File: config.mk
export PLATFORM = sky130hd
export DESIGN_NAME = voxel_face_mesher_with_ao
export DESIGN_NICKNAME = d
export VERILOG_FILES = /design/src/rtl/vfm_pkg.sv /design/src/rtl/vfm_queue.sv /design/src/rtl/vfm_front.sv /design/src/rtl/vfm_back.sv /design/src/rtl/voxel_face_mesher_with_ao.sv
export SDC_FILE = /design/constraint.sdc
export NUM_CORES = 1
export LEC_CHECK = 0
export ABC_AREA = 0
export BUFFER_PORTS_ARGS = -buffer_cell sky130_fd_sc_hd__buf_2
export CAP_MARGIN = 20
export CORE_MARGIN = 4
export CORE_UTILIZATION = 50
export DETAILED_ROUTE_END_ITERATION = 8
export PLACE_DENSITY = 0.68
export SETUP_SLACK_MARGIN = 0.1
export SLEW_MARGIN = 0
export SYNTH_ARGS = -nofsm -noshare
export SYNTH_HDL_FRONTEND = slang
export SYNTH_SLANG_ARGS = --single-unit
File: constraint.sdc
create_clock -name clk_i -period 12.63 [get_ports clk_i]
set_input_delay 2.526 -clock clk_i [delete_from_list [all_inputs] [get_ports clk_i]]
set_output_delay 2.526 -clock clk_i [all_outputs]
set_load 0.02 [all_outputs]
File: src/rtl/vfm_pkg.sv
// Shared types, constants and lookup functions for the voxel face mesher.
// Holds the input, result and queued job structs, face geometry tables and the shade table.
// Depends on nothing; vfm_front, vfm_back and the top level import it.
package vfm_pkg;

  localparam logic [15:0] CAP_RESET = 16'd65532;
  localparam int unsigned NumFaces = 6;

  localparam logic [2:0] FACE_PX = 3'd0;
  localparam logic [2:0] FACE_NX = 3'd1;
  localparam logic [2:0] FACE_PY = 3'd2;
  localparam logic [2:0] FACE_NY = 3'd3;
  localparam logic [2:0] FACE_PZ = 3'd4;
  localparam logic [2:0] FACE_NZ = 3'd5;

  typedef struct packed {
    logic        start_of_chunk;
    logic [3:0]  voxel_x;
    logic [3:0]  voxel_y;
    logic [3:0]  voxel_z;
    logic [7:0]  block_kind;
    logic        self_liquid;
    logic [5:0]  side_opaque;
    logic [5:0]  side_liquid;
    logic [26:0] occluder_mask;
    logic [23:0] face_light;
  } vfm_in_t;

  typedef struct packed {
    logic [4:0]  corner_x;
    logic [4:0]  corner_y;
    logic [4:0]  corner_z;
    logic [2:0]  face_dir;
    logic [1:0]  corner_no;
    logic [15:0] shade;
    logic [7:0]  block_out;
    logic [15:0] vertex_index;
    logic        last;
  } vfm_out_t;

  typedef struct packed {
    logic [3:0]  voxel_x;
    logic [3:0]  voxel_y;
    logic [3:0]  voxel_z;
    logic [7:0]  block_kind;
    logic [5:0]  face_mask;
    logic [26:0] occluder_mask;
    logic [23:0] face_light;
    logic [15:0] base_index;
  } vfm_job_t;

  // Corner offset {dx, dy, dz} of each corner of each face.
  function automatic logic [2:0] corner_offset(input logic [2:0] face, input logic [1:0] corner);
    logic [2:0] ofs;
    ofs = 3'b000;
    case (face)
      FACE_PX: begin
        case (corner)
          2'd0: ofs = 3'b100;
          2'd1: ofs = 3'b110;
          2'd2: ofs = 3'b111;
          default: ofs = 3'b101;
        endcase
      end
      FACE_NX: begin
        case (corner)
          2'd0: ofs = 3'b001;
          2'd1: ofs = 3'b011;
          2'd2: ofs = 3'b010;
          default: ofs = 3'b000;
        endcase
      end
      FACE_PY: begin
        case (corner)
          2'd0: ofs = 3'b011;
          2'd1: ofs = 3'b111;
          2'd2: ofs = 3'b110;
          default: ofs = 3'b010;
        endcase
      end
      FACE_NY: begin
        case (corner)
          2'd0: ofs = 3'b000;
          2'd1: ofs = 3'b100;
          2'd2: ofs = 3'b101;
          default: ofs = 3'b001;
        endcase
      end
      FACE_PZ: begin
        case (corner)
          2'd0: ofs = 3'b101;
          2'd1: ofs = 3'b111;
          2'd2: ofs = 3'b011;
          default: ofs = 3'b001;
        endcase
      end
      default: begin
        case (corner)
          2'd0: ofs = 3'b000;
          2'd1: ofs = 3'b010;
          2'd2: ofs = 3'b110;
          default: ofs = 3'b100;
        endcase
      end
    endcase
    return ofs;
  endfunction

  // Occluder mask bit numbers {side1, side2, diagonal} for each corner of each face.
  function automatic logic [14:0] occ_taps(input logic [2:0] face, input logic [1:0] corner);
    logic [14:0] taps;
    taps = '0;
    case (face)
      FACE_PX: begin
        case (corner)
          2'd0: taps = {5'd5, 5'd11, 5'd2};
          2'd1: taps = {5'd5, 5'd17, 5'd8};
          2'd2: taps = {5'd23, 5'd17, 5'd26};
          default: taps = {5'd23, 5'd11, 5'd20};
        endcase
      end
      FACE_NX: begin
        case (corner)
          2'd0: taps = {5'd21, 5'd9, 5'd18};
          2'd1: taps = {5'd21, 5'd15, 5'd24};
          2'd2: taps = {5'd3, 5'd15, 5'd6};
          default: taps = {5'd3, 5'd9, 5'd0};
        endcase
      end
      FACE_PY: begin
        case (corner)
          2'd0: taps = {5'd15, 5'd25, 5'd24};
          2'd1: taps = {5'd17, 5'd25, 5'd26};
          2'd2: taps = {5'd17, 5'd7, 5'd8};
          default: taps = {5'd15, 5'd7, 5'd6};
        endcase
      end
      FACE_NY: begin
        case (corner)
          2'd0: taps = {5'd9, 5'd1, 5'd0};
          2'd1: taps = {5'd11, 5'd1, 5'd2};
          2'd2: taps = {5'd11, 5'd19, 5'd20};
          default: taps = {5'd9, 5'd19, 5'd18};
        endcase
      end
      FACE_PZ: begin
        case (corner)
          2'd0: taps = {5'd23, 5'd19, 5'd20};
          2'd1: taps = {5'd23, 5'd25, 5'd26};
          2'd2: taps = {5'd21, 5'd25, 5'd24};
          default: taps = {5'd21, 5'd19, 5'd18};
        endcase
      end
      default: begin
        case (corner)
          2'd0: taps = {5'd3, 5'd1, 5'd0};
          2'd1: taps = {5'd3, 5'd7, 5'd6};
          2'd2: taps = {5'd5, 5'd7, 5'd8};
          default: taps = {5'd5, 5'd1, 5'd2};
        endcase
      end
    endcase
    return taps;
  endfunction

  // Shade in Q1.15 for each light level and occlusion level, entry index {light, ao}.
  function automatic logic [1023:0] build_shade_lut();
    logic [1023:0] lut;
    int unsigned num;
    int unsigned val;
    lut = '0;
    for (int unsigned l = 0; l < 16; l++) begin
      for (int unsigned a = 0; a < 4; a++) begin
        num = (17 * l + 45) * (11 + 3 * a);
        val = (num * 32768 + 3000) / 6000;
        lut[(l * 4 + a) * 16 +: 16] = val[15:0];
      end
    end
    return lut;
  endfunction

  localparam logic [1023:0] SHADE_LUT = build_shade_lut();

endpackage

File: src/rtl/vfm_queue.sv
// Register-based FIFO that carries classified voxel jobs from the front to the back.
// Generic in width and depth; depends on no package.
module vfm_queue #(
  parameter int unsigned WIDTH = 8,
  parameter int unsigned DEPTH = 4
) (
  input  logic             clk_i,
  input  logic             rst_ni,
  input  logic             push_valid_i,
  output logic             push_ready_o,
  input  logic [WIDTH-1:0] push_data_i,
  output logic             pop_valid_o,
  input  logic             pop_ready_i,
  output logic [WIDTH-1:0] pop_data_o
);

  localparam int unsigned PtrW = (DEPTH > 1) ? $clog2(DEPTH) : 1;
  localparam int unsigned CntW = $clog2(DEPTH + 1);

  logic [WIDTH-1:0] mem_q [DEPTH];
  logic [PtrW-1:0]  wr_ptr_q, wr_ptr_d;
  logic [PtrW-1:0]  rd_ptr_q, rd_ptr_d;
  logic [CntW-1:0]  count_q, count_d;
  logic             push, pop;

  assign push_ready_o = (count_q != CntW'(DEPTH));
  assign pop_valid_o  = (count_q != '0);
  assign pop_data_o   = mem_q[rd_ptr_q];
  assign push         = push_valid_i && push_ready_o;
  assign pop          = pop_valid_o && pop_ready_i;

  always_comb begin
    wr_ptr_d = wr_ptr_q;
    rd_ptr_d = rd_ptr_q;
    count_d  = count_q;
    if (push) begin
      wr_ptr_d = (wr_ptr_q == PtrW'(DEPTH - 1)) ? '0 : wr_ptr_q + 1'b1;
    end
    if (pop) begin
      rd_ptr_d = (rd_ptr_q == PtrW'(DEPTH - 1)) ? '0 : rd_ptr_q + 1'b1;
    end
    if (push && !pop) begin
      count_d = count_q + 1'b1;
    end else if (pop && !push) begin
      count_d = count_q - 1'b1;
    end
  end

  always_ff @(posedge clk_i or negedge rst_ni) begin
    if (!rst_ni) begin
      wr_ptr_q <= '0;
      rd_ptr_q <= '0;
      count_q  <= '0;
    end else begin
      wr_ptr_q <= wr_ptr_d;
      rd_ptr_q <= rd_ptr_d;
      count_q  <= count_d;
    end
  end

  always_ff @(posedge clk_i) begin
    if (push) begin
      mem_q[wr_ptr_q] <= push_data_i;
    end
  end

endmodule

File: src/rtl/vfm_front.sv
// Front end of the mesher: takes voxels, culls faces, applies the vertex cap per chunk.
// Holds the cap register, vertex count and stop flag; emits jobs with a face mask.
// Depends on vfm_pkg.
module vfm_front (
  input  logic              clk_i,
  input  logic              rst_ni,
  input  logic              cfg_valid_i,
  output logic              cfg_ready_o,
  input  logic [15:0]       cfg_data_i,
  input  logic              in_valid_i,
  output logic              in_ready_o,
  input  vfm_pkg::vfm_in_t  in_data_i,
  output logic              job_valid_o,
  input  logic              job_ready_i,
  output vfm_pkg::vfm_job_t job_o
);
  import vfm_pkg::*;

  logic [15:0] cap_q;
  logic [15:0] count_q, count_d;
  logic        stopped_q, stopped_d;
  logic [15:0] cnt_base;
  logic        stop_base;
  logic [5:0]  uncull;
  logic [16:0] room;
  logic [2:0]  allowed;
  logic [5:0]  emit;
  logic [2:0]  n_emit;
  logic [2:0]  n_low;
  logic        active;
  logic        stop_now;
  logic        accept;

  assign cfg_ready_o = 1'b1;
  assign in_ready_o  = job_ready_i;
  assign accept      = in_valid_i && in_ready_o;

  assign cnt_base  = in_data_i.start_of_chunk ? '0 : count_q;
  assign stop_base = in_data_i.start_of_chunk ? 1'b0 : stopped_q;
  assign active    = (in_data_i.block_kind != '0) && !stop_base;
  assign uncull    = ~in_data_i.side_opaque &
                     ~({6{in_data_i.self_liquid}} & in_data_i.side_liquid);
  assign room      = {1'b0, cap_q} - {1'b0, cnt_base};

  always_comb begin
    if (room[16]) begin
      allowed = 3'd0;
    end else if (room[15:2] >= 14'd6) begin
      allowed = 3'd6;
    end else begin
      allowed = room[4:2];
    end
  end

  // The first faces that pass culling are kept, up to the room left under the cap.
  always_comb begin
    emit   = '0;
    n_emit = '0;
    n_low  = '0;
    for (int f = 0; f < NumFaces; f++) begin
      if (uncull[f] && (n_emit < allowed)) begin
        emit[f] = 1'b1;
        n_emit  = n_emit + 1'b1;
      end
    end
    for (int f = 0; f < NumFaces - 1; f++) begin
      n_low = n_low + {2'b00, uncull[f]};
    end
  end

  // The cap check fails at some face exactly when the faces before the last one fill the room.
  assign stop_now = (n_low >= allowed);

  always_comb begin
    count_d   = cnt_base;
    stopped_d = stop_base;
    if (active) begin
      count_d   = cnt_base + {11'b0, n_emit, 2'b00};
      stopped_d = stop_now;
    end
  end

  assign job_valid_o         = in_valid_i && active && (emit != '0);
  assign job_o.voxel_x       = in_data_i.voxel_x;
  assign job_o.voxel_y       = in_data_i.voxel_y;
  assign job_o.voxel_z       = in_data_i.voxel_z;
  assign job_o.block_kind    = in_data_i.block_kind;
  assign job_o.face_mask     = emit;
  assign job_o.occluder_mask = in_data_i.occluder_mask;
  assign job_o.face_light    = in_data_i.face_light;
  assign job_o.base_index    = cnt_base;

  always_ff @(posedge clk_i or negedge rst_ni) begin
    if (!rst_ni) begin
      cap_q     <= CAP_RESET;
      count_q   <= '0;
      stopped_q <= 1'b0;
    end else begin
      if (cfg_valid_i && cfg_ready_o) begin
        cap_q <= cfg_data_i;
      end
      if (accept) begin
        count_q   <= count_d;
        stopped_q <= stopped_d;
      end
    end
  end

endmodule

File: src/rtl/vfm_back.sv
// Back end: walks the head job's face mask, one vertex per cycle unless stalled.
// Computes corner position, ambient occlusion and shade into an output register.
// Depends on vfm_pkg.
module vfm_back (
  input  logic              clk_i,
  input  logic              rst_ni,
  input  logic              job_valid_i,
  output logic              job_ready_o,
  input  vfm_pkg::vfm_job_t job_i,
  output logic              out_valid_o,
  input  logic              out_ready_i,
  output vfm_pkg::vfm_out_t out_data_o
);
  import vfm_pkg::*;

  logic [5:0]  done_q, done_d;
  logic [1:0]  corner_q, corner_d;
  logic [4:0]  offset_q, offset_d;
  logic        out_valid_q;
  vfm_out_t    out_q;
  vfm_out_t    vert;
  logic [5:0]  pend;
  logic [2:0]  face;
  logic [5:0]  face_bit;
  logic        face_done;
  logic        last_v;
  logic        adv;
  logic [2:0]  ofs;
  logic [14:0] taps;
  logic        s1, s2, dg;
  logic [1:0]  ao;
  logic [3:0]  light;

  assign pend = job_i.face_mask & ~done_q;

  always_comb begin
    face = FACE_NZ;
    for (int f = NumFaces - 1; f >= 0; f--) begin
      if (pend[f]) begin
        face = 3'(f);
      end
    end
  end

  assign face_bit  = 6'b000001 << face;
  assign face_done = (corner_q == 2'd3);
  assign last_v    = face_done && ((pend & ~face_bit) == '0);
  assign adv       = job_valid_i && (!out_valid_q || out_ready_i);
  assign job_ready_o = adv && last_v;

  assign ofs   = corner_offset(face, corner_q);
  assign taps  = occ_taps(face, corner_q);
  assign s1    = job_i.occluder_mask[taps[14:10]];
  assign s2    = job_i.occluder_mask[taps[9:5]];
  assign dg    = job_i.occluder_mask[taps[4:0]];
  assign ao    = (s1 && s2) ? 2'd0 : 2'd3 - ({1'b0, s1} + {1'b0, s2} + {1'b0, dg});
  assign light = job_i.face_light[{face, 2'b00} +: 4];

  always_comb begin
    vert.corner_x     = {1'b0, job_i.voxel_x} + {4'b0, ofs[2]};
    vert.corner_y     = {1'b0, job_i.voxel_y} + {4'b0, ofs[1]};
    vert.corner_z     = {1'b0, job_i.voxel_z} + {4'b0, ofs[0]};
    vert.face_dir     = face;
    vert.corner_no    = corner_q;
    vert.shade        = SHADE_LUT[{light, ao, 4'b0000} +: 16];
    vert.block_out    = job_i.block_kind;
    vert.vertex_index = job_i.base_index + {11'b0, offset_q};
    vert.last         = last_v;
  end

  always_comb begin
    done_d   = done_q;
    corner_d = corner_q;
    offset_d = offset_q;
    if (adv) begin
      corner_d = corner_q + 1'b1;
      offset_d = offset_q + 1'b1;
      if (face_done) begin
        done_d = done_q | face_bit;
      end
      if (last_v) begin
        done_d   = '0;
        corner_d = '0;
        offset_d = '0;
      end
    end
  end

  always_ff @(posedge clk_i or negedge rst_ni) begin
    if (!rst_ni) begin
      done_q      <= '0;
      corner_q    <= '0;
      offset_q    <= '0;
      out_valid_q <= 1'b0;
    end else begin
      done_q   <= done_d;
      corner_q <= corner_d;
      offset_q <= offset_d;
      if (adv) begin
        out_valid_q <= 1'b1;
      end else if (out_ready_i) begin
        out_valid_q <= 1'b0;
      end
    end
  end

  always_ff @(posedge clk_i) begin
    if (adv) begin
      out_q <= vert;
    end
  end

  assign out_valid_o = out_valid_q;
  assign out_data_o  = out_q;

  // A queued job always has a face left to emit.
  a_pending_face : assert property (@(posedge clk_i) disable iff (!rst_ni)
    job_valid_i |-> (pend != '0))
    else $error("Head job has no face left to emit.");

  // The running vertex offset stays aligned with the corner counter.
  a_offset_align : assert property (@(posedge clk_i) disable iff (!rst_ni)
    offset_q[1:0] == corner_q)
    else $error("Vertex offset out of step with corner number.");

  // Finishing a job leaves a last-marked vertex in the output register.
  a_last_mark : assert property (@(posedge clk_i) disable iff (!rst_ni)
    (adv && last_v) |=> (out_valid_q && out_q.last))
    else $error("Final vertex of a voxel not marked last.");

endmodule

File: src/rtl/voxel_face_mesher_with_ao.sv
// Voxel face mesher with ambient occlusion: one voxel in, a four-vertex quad per visible face out.
// First vertex passes the job queue and output register; then one vertex per cycle unless stalled.
// A voxel with n emitted faces yields 4*n vertices from the vertex unit; voxels
// with no faces push no job, and inputs are taken each cycle while the job queue has room.
// Reset: vertex count and stop flag cleared, cap set to 65532, queue and output register empty.
// Depends on vfm_pkg, vfm_front, vfm_queue and vfm_back.
module voxel_face_mesher_with_ao #(
  parameter int unsigned QUEUE_DEPTH = 4
) (
  input  logic              clk_i,
  input  logic              rst_ni,
  input  logic              cfg_valid_i,
  output logic              cfg_ready_o,
  input  logic [15:0]       cfg_data_i,
  input  logic              in_valid_i,
  output logic              in_ready_o,
  input  vfm_pkg::vfm_in_t  in_data_i,
  output logic              out_valid_o,
  input  logic              out_ready_i,
  output vfm_pkg::vfm_out_t out_data_o
);
  import vfm_pkg::*;

  logic     fj_valid, fj_ready;
  vfm_job_t fj_data;
  logic     bj_valid, bj_ready;
  vfm_job_t bj_data;

  vfm_front u_front (
    .clk_i       (clk_i),
    .rst_ni      (rst_ni),
    .cfg_valid_i (cfg_valid_i),
    .cfg_ready_o (cfg_ready_o),
    .cfg_data_i  (cfg_data_i),
    .in_valid_i  (in_valid_i),
    .in_ready_o  (in_ready_o),
    .in_data_i   (in_data_i),
    .job_valid_o (fj_valid),
    .job_ready_i (fj_ready),
    .job_o       (fj_data)
  );

  vfm_queue #(
    .WIDTH ($bits(vfm_job_t)),
    .DEPTH (QUEUE_DEPTH)
  ) u_queue (
    .clk_i        (clk_i),
    .rst_ni       (rst_ni),
    .push_valid_i (fj_valid),
    .push_ready_o (fj_ready),
    .push_data_i  (fj_data),
    .pop_valid_o  (bj_valid),
    .pop_ready_i  (bj_ready),
    .pop_data_o   (bj_data)
  );

  vfm_back u_back (
    .clk_i       (clk_i),
    .rst_ni      (rst_ni),
    .job_valid_i (bj_valid),
    .job_ready_o (bj_ready),
    .job_i       (bj_data),
    .out_valid_o (out_valid_o),
    .out_ready_i (out_ready_i),
    .out_data_o  (out_data_o)
  );

endmodule
==> results.json, run 1 <==
{
  "status": "finished, final reports clean",
  "worst_pin_slew_ns": 1.015,
  "finalCritPeriodShare": 0.9434,
  "antenna_found_initial": 4,
  "fin_crit_ns": 11.92,
  "min-delay-path-class": "flip-flop to flip-flop",
  "wl_per_cell_um": 22.29,
  "dp_hpwl_mm": 35.99,
  "clock_latency_ns": 0.59,
  "drive_gt1_frac": 0.2729,
  "r2r_setup_slack_ns": 2.55,
  "grt_max_degree": 69,
  "cts_buffers": 50,
  "place_ws_ns": -0.3887,
  "die_x_um": 221.4,
  "clk_path_buf_depth": 3,
  "timing.rr.start": "u_front.count_q[10]",
  "fin_nets": 1939,
  "crit_path_start_kind": "input port",
  "postSynthNetCount": 1734,
  "relSlewSlack": 0.3234,
  "critPathMaxFanout": 21,
  "fp-row-count": 77,
  "path_common_cell": "ha_1",
  "end_kind": "flip-flop",
  "ff2ff_path_depth": 49,
  "ant_nets": 0,
  "max_stage_delay_ns": 0.48,
  "critPathCapture": "u_front.count_q[14]",
  "required_ns": 13.10,
  "initial_core_util": 0.5107,
  "cap_violations": 0,
  "worst_clock_skew_ns": 0.01718,
  "cts_tree": "built",
  "drc": 0,
  "ys_async_sr_fraction": 0.1109,
  "synth_edf_count": 433,
  "dr_total_vias": 14210,
  "core-area_um2": 44610,
  "path_clk_slew_ns": 0.06,
  "cts_max_level": 2,
  "routed_via_density": 5.937,
  "routed_wl_mm": 53.34,
  "finalHoldViolCount": 0,
  "ys_types": 87,
  "ys_warn_count": 0,
  "final_cells": 2393,
  "critical_path_arrival_ns": 12.39,
  "overflow": 0,
  "ys_ff_latch": 487,
  "setup_viol": 0,
  "die-area_um2": 49040,
  "synth.cell_area_um2": 22780,
  "numPortBuffers": 168,
  "io_pins": 170,
  "cts_hold_buf": 0,
  "rsz0062_at_grt": "no",
  "track_usage": 0.2146,
  "first_pass_iters": 5,
  "syn_area_per_cell_um2": 14.66,
  "drv_slew": 0,
  "synth_ff_type": "edfxtp_1",
  "final_util": 0.5918,
  "die_h_um": 221.4,
  "grt_pass1_wl_mm": 83.79,
  "cts_sinks": 487,
  "yosysSeqAreaShare": 0.6309,
  "r2r-end": "u_front.count_q[14]",
  "fmax_mhz": 83.93,
  "grt_pass1_vias": 14400,
  "cts_root_buffer": "clkbuf_16",
  "crit_start": "in_data_i[84]",
  "crit_path_top_delay_cell": "o41ai_4",
  "setup_slack_ns": 0.7147,
  "dp.cells": 2293,
  "syn2layout_area_growth_pct": 15.90,
  "critPathKind": "input port to flip-flop",
  "place_congestion": 0.9219,
  "syn_inst": 1554,
  "drt_first_iter_violations": 1307
}
[layer usage]
metal | vias up | routed length [um] | track usage | share of wire
met5 | - | 23 | 0 | 0.00043
met4 | 4 | 1236 | 0.06102 | 0.023
met3 | 89 | 2867 | 0.03406 | 0.054
met2 | 410 | 26580 | 0.3585 | 0.50
met1 | 7225 | 22630 | 0.2964 | 0.42
li1 | 6480 | - | - | -
[repair_timing]
item                       4_1_cts  5_1_grt
buffers inserted                 0        6
resized for setup                0       29
setup endpoints to repair        0        8
[layout make-up]
| cell class | instances | area, um2 |
|---|---|---|
| diodes | 2 | 5.005 |
| clock buffers | 67 | 1376 |
| clock inverters | 25 | 276.5 |
| fillers | 3449 | 18210 |
| inverters | 72 | 271.5 |
| multi-input cells | 927 | 8010 |
| flip-flops and latches | 487 | 14380 |
| well taps | 592 | 740.7 |
| repair buffers | 221 | 1341 |
[kinds of logic (layout without fill, tap and decap cells)]
kind of cell / count (synthesis) / in the layout / share of synthesized area
DFF: 487 / 487 / 0.6309
muxes: 136 / 136 / 0.1139
and+or+nand+nor: 350 / 350 / 0.07432
adders and majority gates: 74 / 74 / 0.04262
buffers and inverters: 140 / 385 / 0.02483
AOI/OAI and AO/OA: 317 / 317 / 0.09360
xor gates and xnor gates: 49 / 49 / 0.01966
other: 1 / 3 / 0.0001646
[metrics by stage]
| stage | instance area, um2 | hold WS (ns) | setup TNS, ns |
|---|---|---|---|
| 2_1_floorplan | 22810 | 0.4422 | 0 |
| 6_report | 26400 | 0.4925 | 0 |
| 4_1_cts | 26240 | 0.4925 | 0 |
| 3_5_place_dp | 24590 | 0.4771 | -1.096 |
| 5_1_grt | 26400 | 0.5128 | 0 |
| 3_3_place_gp | 24590 | 0.4749 | -0.02674 |
[cell usage after synthesis (all sizes together), types with 8 or more instances]
library cell | instances | area, um2
o22ai | 9 | 70.07
nor2b | 13 | 81.33
nand2b | 17 | 106.4
dfstp | 14 | 367.9
and2 | 18 | 112.6
o21ai | 74 | 377.9
buf | 29 | 148.9
mux4 | 93 | 2095
clkbuf | 39 | 146.4
a31oi | 11 | 75.07
a21o | 13 | 105.1
xnor2 | 26 | 246.5
nand3 | 28 | 140.1
nand2 | 118 | 442.9
dfrtp | 40 | 1001
a211oi | 24 | 185.2
ha | 68 | 850.8
a22oi | 11 | 82.58
and3 | 17 | 106.4
nor4 | 8 | 86.33
a21oi | 77 | 385.4
inv | 71 | 266.5
nor3 | 24 | 125.1
mux2i | 12 | 132.6
edfxtp | 433 | 13000
mux2 | 31 | 367.8
o211ai | 20 | 150.1
xor2 | 23 | 201.4
nor2 | 85 | 331.6
[flip-flops by register name, summed over array words and instances, names as in the netlist, 3 cells and up]
name               cells
u_queue.mem_q        372
u_front.cap_q         16
u_queue.count_q        3
u_front.count_q       16
u_back.offset_q        5
u_back.done_q          6
u_back.out_data_o     61
[worst max-delay path: cells and delay by family]
kind            cells  cell delay [ns]
compound gates     15             2.91
fa+ha+maj           8             2.24
simple gates       15             2.62
xor+xnor            3             0.56
mux                 3             0.80
buf+inv             6             0.71
[worst min-delay path by stage]
stage,from,end,slack [ns],cells past startpoint
after floorplan,u_front.stopped_q,u_front.stopped_q,0.44,2
after global placement,u_front.count_q[1],u_front.count_q[1],0.47,1
after detailed placement,u_front.count_q[1],u_front.count_q[1],0.48,1
after CTS,u_front.count_q[1],u_front.count_q[1],0.49,1
after global routing,u_front.stopped_q,u_front.stopped_q,0.51,2
final,u_front.count_q[1],u_front.count_q[1],0.49,1
[cell usage in the layout, fill, tap and decap left out, types with 38 or more instances in the layout]
master / instances
edfxtp_1: 433
buf_2: 167
nand2_1: 118
mux4_2: 93
nor2_1: 82
a21oi_1: 74
inv_1: 70
o21ai_0: 62
ha_1: 61
clkbuf_16: 51
buf_4: 45
dfrtp_1: 38
Power of run 1 is left out: the tool's default activity adds up to more than one toggle a clock period on the data nets, which glitch-free logic cannot reach.
==> run 2, diff against run 1 <==
--- a/config.mk
+++ b/config.mk
@@ -8,12 +8,15 @@
 export ABC_AREA = 0
 export BUFFER_PORTS_ARGS = -buffer_cell sky130_fd_sc_hd__buf_2
 export CAP_MARGIN = 20
+export CELL_PAD_IN_SITES_DETAIL_PLACEMENT = 1
+export CELL_PAD_IN_SITES_GLOBAL_PLACEMENT = 1
 export CORE_MARGIN = 4
 export CORE_UTILIZATION = 50
 export DETAILED_ROUTE_END_ITERATION = 8
-export PLACE_DENSITY = 0.68
+export PLACE_DENSITY = 0.79
 export SETUP_SLACK_MARGIN = 0.1
 export SLEW_MARGIN = 0
 export SYNTH_ARGS = -nofsm -noshare
 export SYNTH_HDL_FRONTEND = slang
+export SYNTH_HIERARCHICAL = 1
 export SYNTH_SLANG_ARGS = --single-unit
==> run 2 against run 1 <==
  * Area after synthesis up 3.6%
  * Die area up 3.5%
  * Sequential share of layout area up 0.35 points
  * Core utilization down 2.8 points
  * Critical path depth down 4
  * First-iteration DRC count up 0.54%
  * Cell count down 0.75%
  * Setup slack better by 0.088 ns
  * Non-clock buffer count down 23
==> results.json, run 2 <==
{
  "path_clk_slew_ns": 0.06,
  "largest_register": "u_queue/mem_q",
  "worst_pin_slew_ns": 1.004,
  "grt_max_degree": 57,
  "r2r-end": "u_front/count_q[12]",
  "relSlewSlack": 0.3294,
  "overflow": 0,
  "r2r_setup_slack_ns": 2.65,
  "place_congestion": 0.8989,
  "ant_nets": 0,
  "cts_root_buffer": "clkbuf_16",
  "status": "finished, final reports clean",
  "track_usage": 0.2327,
  "synth_top_area_share": 0.5511,
  "final_cell_mix": "edfxtp_1, buf_2, nand2_1, mux4_2, a21oi_1",
  "ys_async_sr_fraction": 0.1109,
  "finalHoldViolCount": 0,
  "synthTopCellsByArea": "edfxtp_1, mux4_2, dfrtp_1, ha_1, buf_4",
  "ys_ff_latch": 487,
  "rsz0062_at_grt": "no",
  "cts_resized": 0,
  "fmax_mhz": 84.55,
  "fin_nets": 1905,
  "hold_end": "u_queue/count_q[2]",
  "finalCritPeriodShare": 0.9364,
  "timing.rr.start": "u_front/count_q[5]",
  "syn_area_per_cell_um2": 14.53,
  "synth_commonest_cells": "edfxtp_1, nand2_1, mux4_2, a21oi_1, buf_4",
  "ys_warn_count": 6,
  "drive_gt1_frac": 0.2627,
  "ys_types": 107,
  "synth_area_leader_cell": "edfxtp_1",
  "place_ws_ns": -0.09957,
  "crit_path_top_delay_cell": "o41a_4",
  "clock_latency_ns": 0.58,
  "cp_num_buf_inv": 7,
  "initial_core_util": 0.5068,
  "critical_path_arrival_ns": 12.29,
  "routed_via_density": 6.067,
  "path_common_cell": "ha_1",
  "cts_sinks": 487,
  "antenna_found_initial": 6,
  "place_area_um2": 24600,
  "required_ns": 13.10,
  "cap_violations": 0,
  "synth_edf_count": 433,
  "cts_tree": "built",
  "setup_slack_ns": 0.8028,
  "dr_total_vias": 14410,
  "cts_max_level": 2,
  "worst_clock_skew_ns": 0.01667,
  "postSynthNetCount": 1803,
  "die_x_um": 225.2,
  "hold_depth": 1,
  "die_h_um": 225.2,
  "syn_inst": 1624,
  "wl_per_cell_um": 24.80,
  "largest_register_ffs": 372,
  "io_pins": 170,
  "drv_slew": 0,
  "fin_crit_ns": 11.83,
  "critPathMaxFanout": 23,
  "cts_hold_buf": 0,
  "yosysSeqAreaShare": 0.6091,
  "postCtsSetupBuffers": 0,
  "dp_hpwl_mm": 39.46,
  "fin_area_um2": 26230,
  "die-area_um2": 50730,
  "grt_pass1_wl_mm": 91.97,
  "synth_most_common_cell": "edfxtp_1",
  "end_kind": "flip-flop",
  "max_stage_delay_ns": 0.49,
  "crit_path_start_kind": "input port",
  "drt_first_iter_violations": 1314,
  "drc": 0,
  "setup_viol": 0,
  "synth_ff_type": "edfxtp_1",
  "min_from": "u_queue/count_q[2]",
  "fp-row-count": 79,
  "first_pass_iters": 5,
  "final_util": 0.5634,
  "min-delay-path-class": "flip-flop to flip-flop",
  "cts_buffers": 49,
  "routed_wl_mm": 58.91,
  "synth.cell_area_um2": 23600,
  "numPortBuffers": 168,
  "core-area_um2": 46560,
  "grt_pass1_vias": 15630,
  "final.setup.tns_ns": 0,
  "critPathKind": "input port to flip-flop",
  "final_common_cell": "edfxtp_1",
  "syn2layout_area_growth_pct": 11.17,
  "ff2ff_path_depth": 46,
  "clk_path_buf_depth": 3,
  "path_delay_family": "compound AO/OA/AOI/OAI gates"
}
[run 2: worst max-delay path by stage]
| stage | startpoint | endpoint | slack, ns | cells after the start |
|---|---|---|---|---|
| after floorplan | in_data_i[84] | u_front/count_q[12] | 0.58 | 49 |
| after global placement | in_data_i[84] | u_front/count_q[12] | 0.19 | 47 |
| after detailed placement | in_data_i[84] | u_front/count_q[12] | -0.1 | 48 |
| after CTS | in_data_i[84] | u_front/count_q[12] | 0.41 | 49 |
| after global routing | in_data_i[84] | u_front/count_q[12] | 0.10 | 46 |
| final | in_data_i[84] | u_front/count_q[12] | 0.80 | 46 |
[run 2: metrics by stage]
step / hold WS, ns / instances
after floorplan: 0.4422 / 1624
after global placement: 0.4653 / 2282
after CTS: 0.4987 / 2373
after global routing: 0.5128 / 2374
final: 0.4993 / 2375
after detailed placement: 0.4864 / 2282
[run 2: routing by layer]
metal | vias up | share of wire | track usage
met5 | - | 0.00044 | 0
met2 | 452 | 0.49 | 0.3920
met1 | 7377 | 0.42 | 0.3150
met4 | 4 | 0.025 | 0.06089
met3 | 124 | 0.058 | 0.04533
li1 | 6453 | - | -
[run 2: layout make-up]
class	count	area [um2]
multi-input cells	940	8130
clock inverters	30	310.3
clock buffers	61	1281
repair buffers	198	1169
diodes	2	5.005
inverters	50	196.4
flip-flops and latches	487	14380
fillers	4431	20330
well taps	607	759.5
[run 2: logic make-up (layout without fill, tap and decap cells)]
group,count (synthesis),count (layout),share of synthesized area
multiplexers,142,142,0.1132
buffers and inverters,197,339,0.04873
AO/OA/AOI/OAI,318,318,0.09153
other,1,3,0.0001589
adder cells (fa/ha/maj),73,73,0.04062
AND/OR/NAND/NOR,358,358,0.07885
flip-flops,487,487,0.6091
XOR/XNOR,48,48,0.01782
Power of run 2 is left out for the same reason.
==> run 3, diff against run 2 <==
--- a/config.mk
+++ b/config.mk
@@ -14,6 +14,7 @@
 export CORE_UTILIZATION = 50
 export DETAILED_ROUTE_END_ITERATION = 8
 export PLACE_DENSITY = 0.79
+export REMOVE_ABC_BUFFERS = 1
 export SETUP_SLACK_MARGIN = 0.1
 export SLEW_MARGIN = 0
 export SYNTH_ARGS = -nofsm -noshare
==> constraint.sdc (replaced) <==
create_clock -name clk_i -period 11 [get_ports clk_i]
set_input_delay 2.2 -clock clk_i [delete_from_list [all_inputs] [get_ports clk_i]]
set_output_delay 2.2 -clock clk_i [all_outputs]
set_load 0.02 [all_outputs]
==> run 3 against run 2 <==
  * First-iteration DRC count shrank 9.4%
  * Via count is 4.2% higher
  * Critical endpoint unchanged
  * Setup slack lost 0.35 ns
  * Critical path depth rose by 5
  * Cell count grew 4.5%
  * Core utilization is 2.9 points higher
  * Clock skew increased by 0.015 ns
  * Clock-buffer cell count did not move
==> results.json, run 3 (same netlist as run 2, synthesis figures left out) <==
{
  "status": "finished, final reports clean",
  "fin_area_um2": 27590,
  "cts_buffers": 51,
  "place_area_um2": 25290,
  "fmax_mhz": 94.82,
  "critPathMaxFanout": 10,
  "worst_clock_skew_ns": 0.03198,
  "grt_pass1_wl_mm": 94.79,
  "cap_violations": 0,
  "cts_tree": "built",
  "crit_path_start_kind": "input port",
  "routed_via_density": 6.054,
  "drc": 0,
  "relSlewSlack": 0.3030,
  "fp-row-count": 79,
  "min-delay-path-class": "flip-flop to flip-flop",
  "ant_nets": 0,
  "max_stage_delay_ns": 0.53,
  "critPathKind": "input port to flip-flop",
  "antenna_found_initial": 6,
  "worst_pin_slew_ns": 1.043,
  "drive_gt1_frac": 0.3307,
  "grt_max_degree": 68,
  "final_common_cell": "edfxtp_1",
  "largest_register_ffs": 372,
  "dp_hpwl_mm": 41.49,
  "end_kind": "flip-flop",
  "required_ns": 11.48,
  "cts_hold_buf": 0,
  "cts_max_level": 2,
  "finalHoldViolCount": 0,
  "core-area_um2": 46560,
  "die_x_um": 225.2,
  "cts_root_buffer": "clkbuf_16",
  "finalCritPeriodShare": 0.9587,
  "drv_slew": 0,
  "fin_crit_ns": 10.55,
  "numPortBuffers": 168,
  "path_clk_slew_ns": 0.06,
  "setup_viol": 0,
  "drt_first_iter_violations": 1191,
  "critical_path_arrival_ns": 11.03,
  "dr_total_vias": 15020,
  "fin_nets": 2011,
  "die_h_um": 225.2,
  "clock_latency_ns": 0.63,
  "io_pins": 170,
  "track_usage": 0.2408,
  "grt_pass1_vias": 16410,
  "final_cell_mix": "edfxtp_1, buf_2, buf_4, nand2_1, mux4_2",
  "die-area_um2": 50730,
  "syn2layout_area_growth_pct": 16.94,
  "routed_wl_mm": 61.86,
  "path_common_cell": "buf_4",
  "hold_depth": 1,
  "cts_sinks": 487,
  "place_congestion": 0.8840,
  "final.setup.tns_ns": 0,
  "overflow": 0,
  "largest_register": "u_queue/mem_q",
  "ff2ff_path_depth": 50,
  "first_pass_iters": 5,
  "clk_path_buf_depth": 3,
  "crit_path_top_delay_cell": "or4b_4",
  "initial_core_util": 0.5068,
  "wl_per_cell_um": 24.93
}
[run 3: changes by cell type in the layout (fill, tap and decap cells not counted), moves of 5 or more]
cell,before,now
inv_2,1,7
ha_1,66,56
o21ai_0,64,58
inv_1,46,39
a21oi_1,83,78
buf_4,22,121
ha_4,0,9
[run 3: routing by layer]
layer	global-route usage	up-vias	share of wire	wire length, um
met5	0	-	0.00082	51
met1	0.3158	7767	0.41	25210
li1	-	6655	-	-
met3	0.04246	108	0.057	3537
met2	0.4211	481	0.51	31730
met4	0.06089	8	0.021	1324
[run 3: worst paths after layout]
kind | from | endpoint | slack [ns]
hold / removal | u_queue/count_q[2] | u_queue/count_q[2] | 0.51
setup reg to reg | u_front/count_q[5] | u_front/count_q[12] | 1.85
min in group asynchronous | rst_ni | u_back/corner_q[0] | 1.76
max in group asynchronous | rst_ni | u_queue/rd_ptr_q[1] | 8.68
hold reg to reg | u_queue/count_q[2] | u_queue/count_q[2] | 0.51
setup / recovery | in_data_i[84] | u_front/count_q[12] | 0.45
[run 3: area by class of cell]
| type | instances | area [um2] |
|---|---|---|
| flip-flops and latches | 487 | 14380 |
| multi-input cells | 940 | 8482 |
| fillers | 4381 | 18960 |
| clock buffers | 61 | 1324 |
| diodes | 2 | 5.005 |
| clock inverters | 32 | 435.4 |
| repair buffers | 302 | 2007 |
| inverters | 50 | 200.2 |
| well taps | 607 | 759.5 |
[run 3: stage by stage]
step | setup slack (ns) | instances | util | hold slack (ns)
global route | -0.04048 | 2480 | 0.5926 | 0.5193
finish | 0.4540 | 2481 | 0.5927 | 0.5122
CTS | 0.07645 | 2471 | 0.5840 | 0.5068
detailed placement | -0.8548 | 2368 | 0.5432 | 0.4969
global placement | -0.2765 | 2368 | 0.5432 | 0.4629
floorplan | -0.4372 | 1477 | - | 0.4422
[run 3: worst max-delay path, delay by kind of cell]
family	cells	cell delay (ns)
compound gates	11	2.18
xor+xnor	4	0.66
fa+ha+maj	8	2.11
buf+inv	12	1.19
simple gates	16	2.68
[run 3: what timing repair did]
item / CTS / global route
resized for setup: 18 / 69
hold endpoints to repair: 0 / 0
endpoints found under the setup margin: 11 / 390
setup buffers: 10 / 8
pin swaps: 18 / 32
Power of run 3 is left out for the same reason.
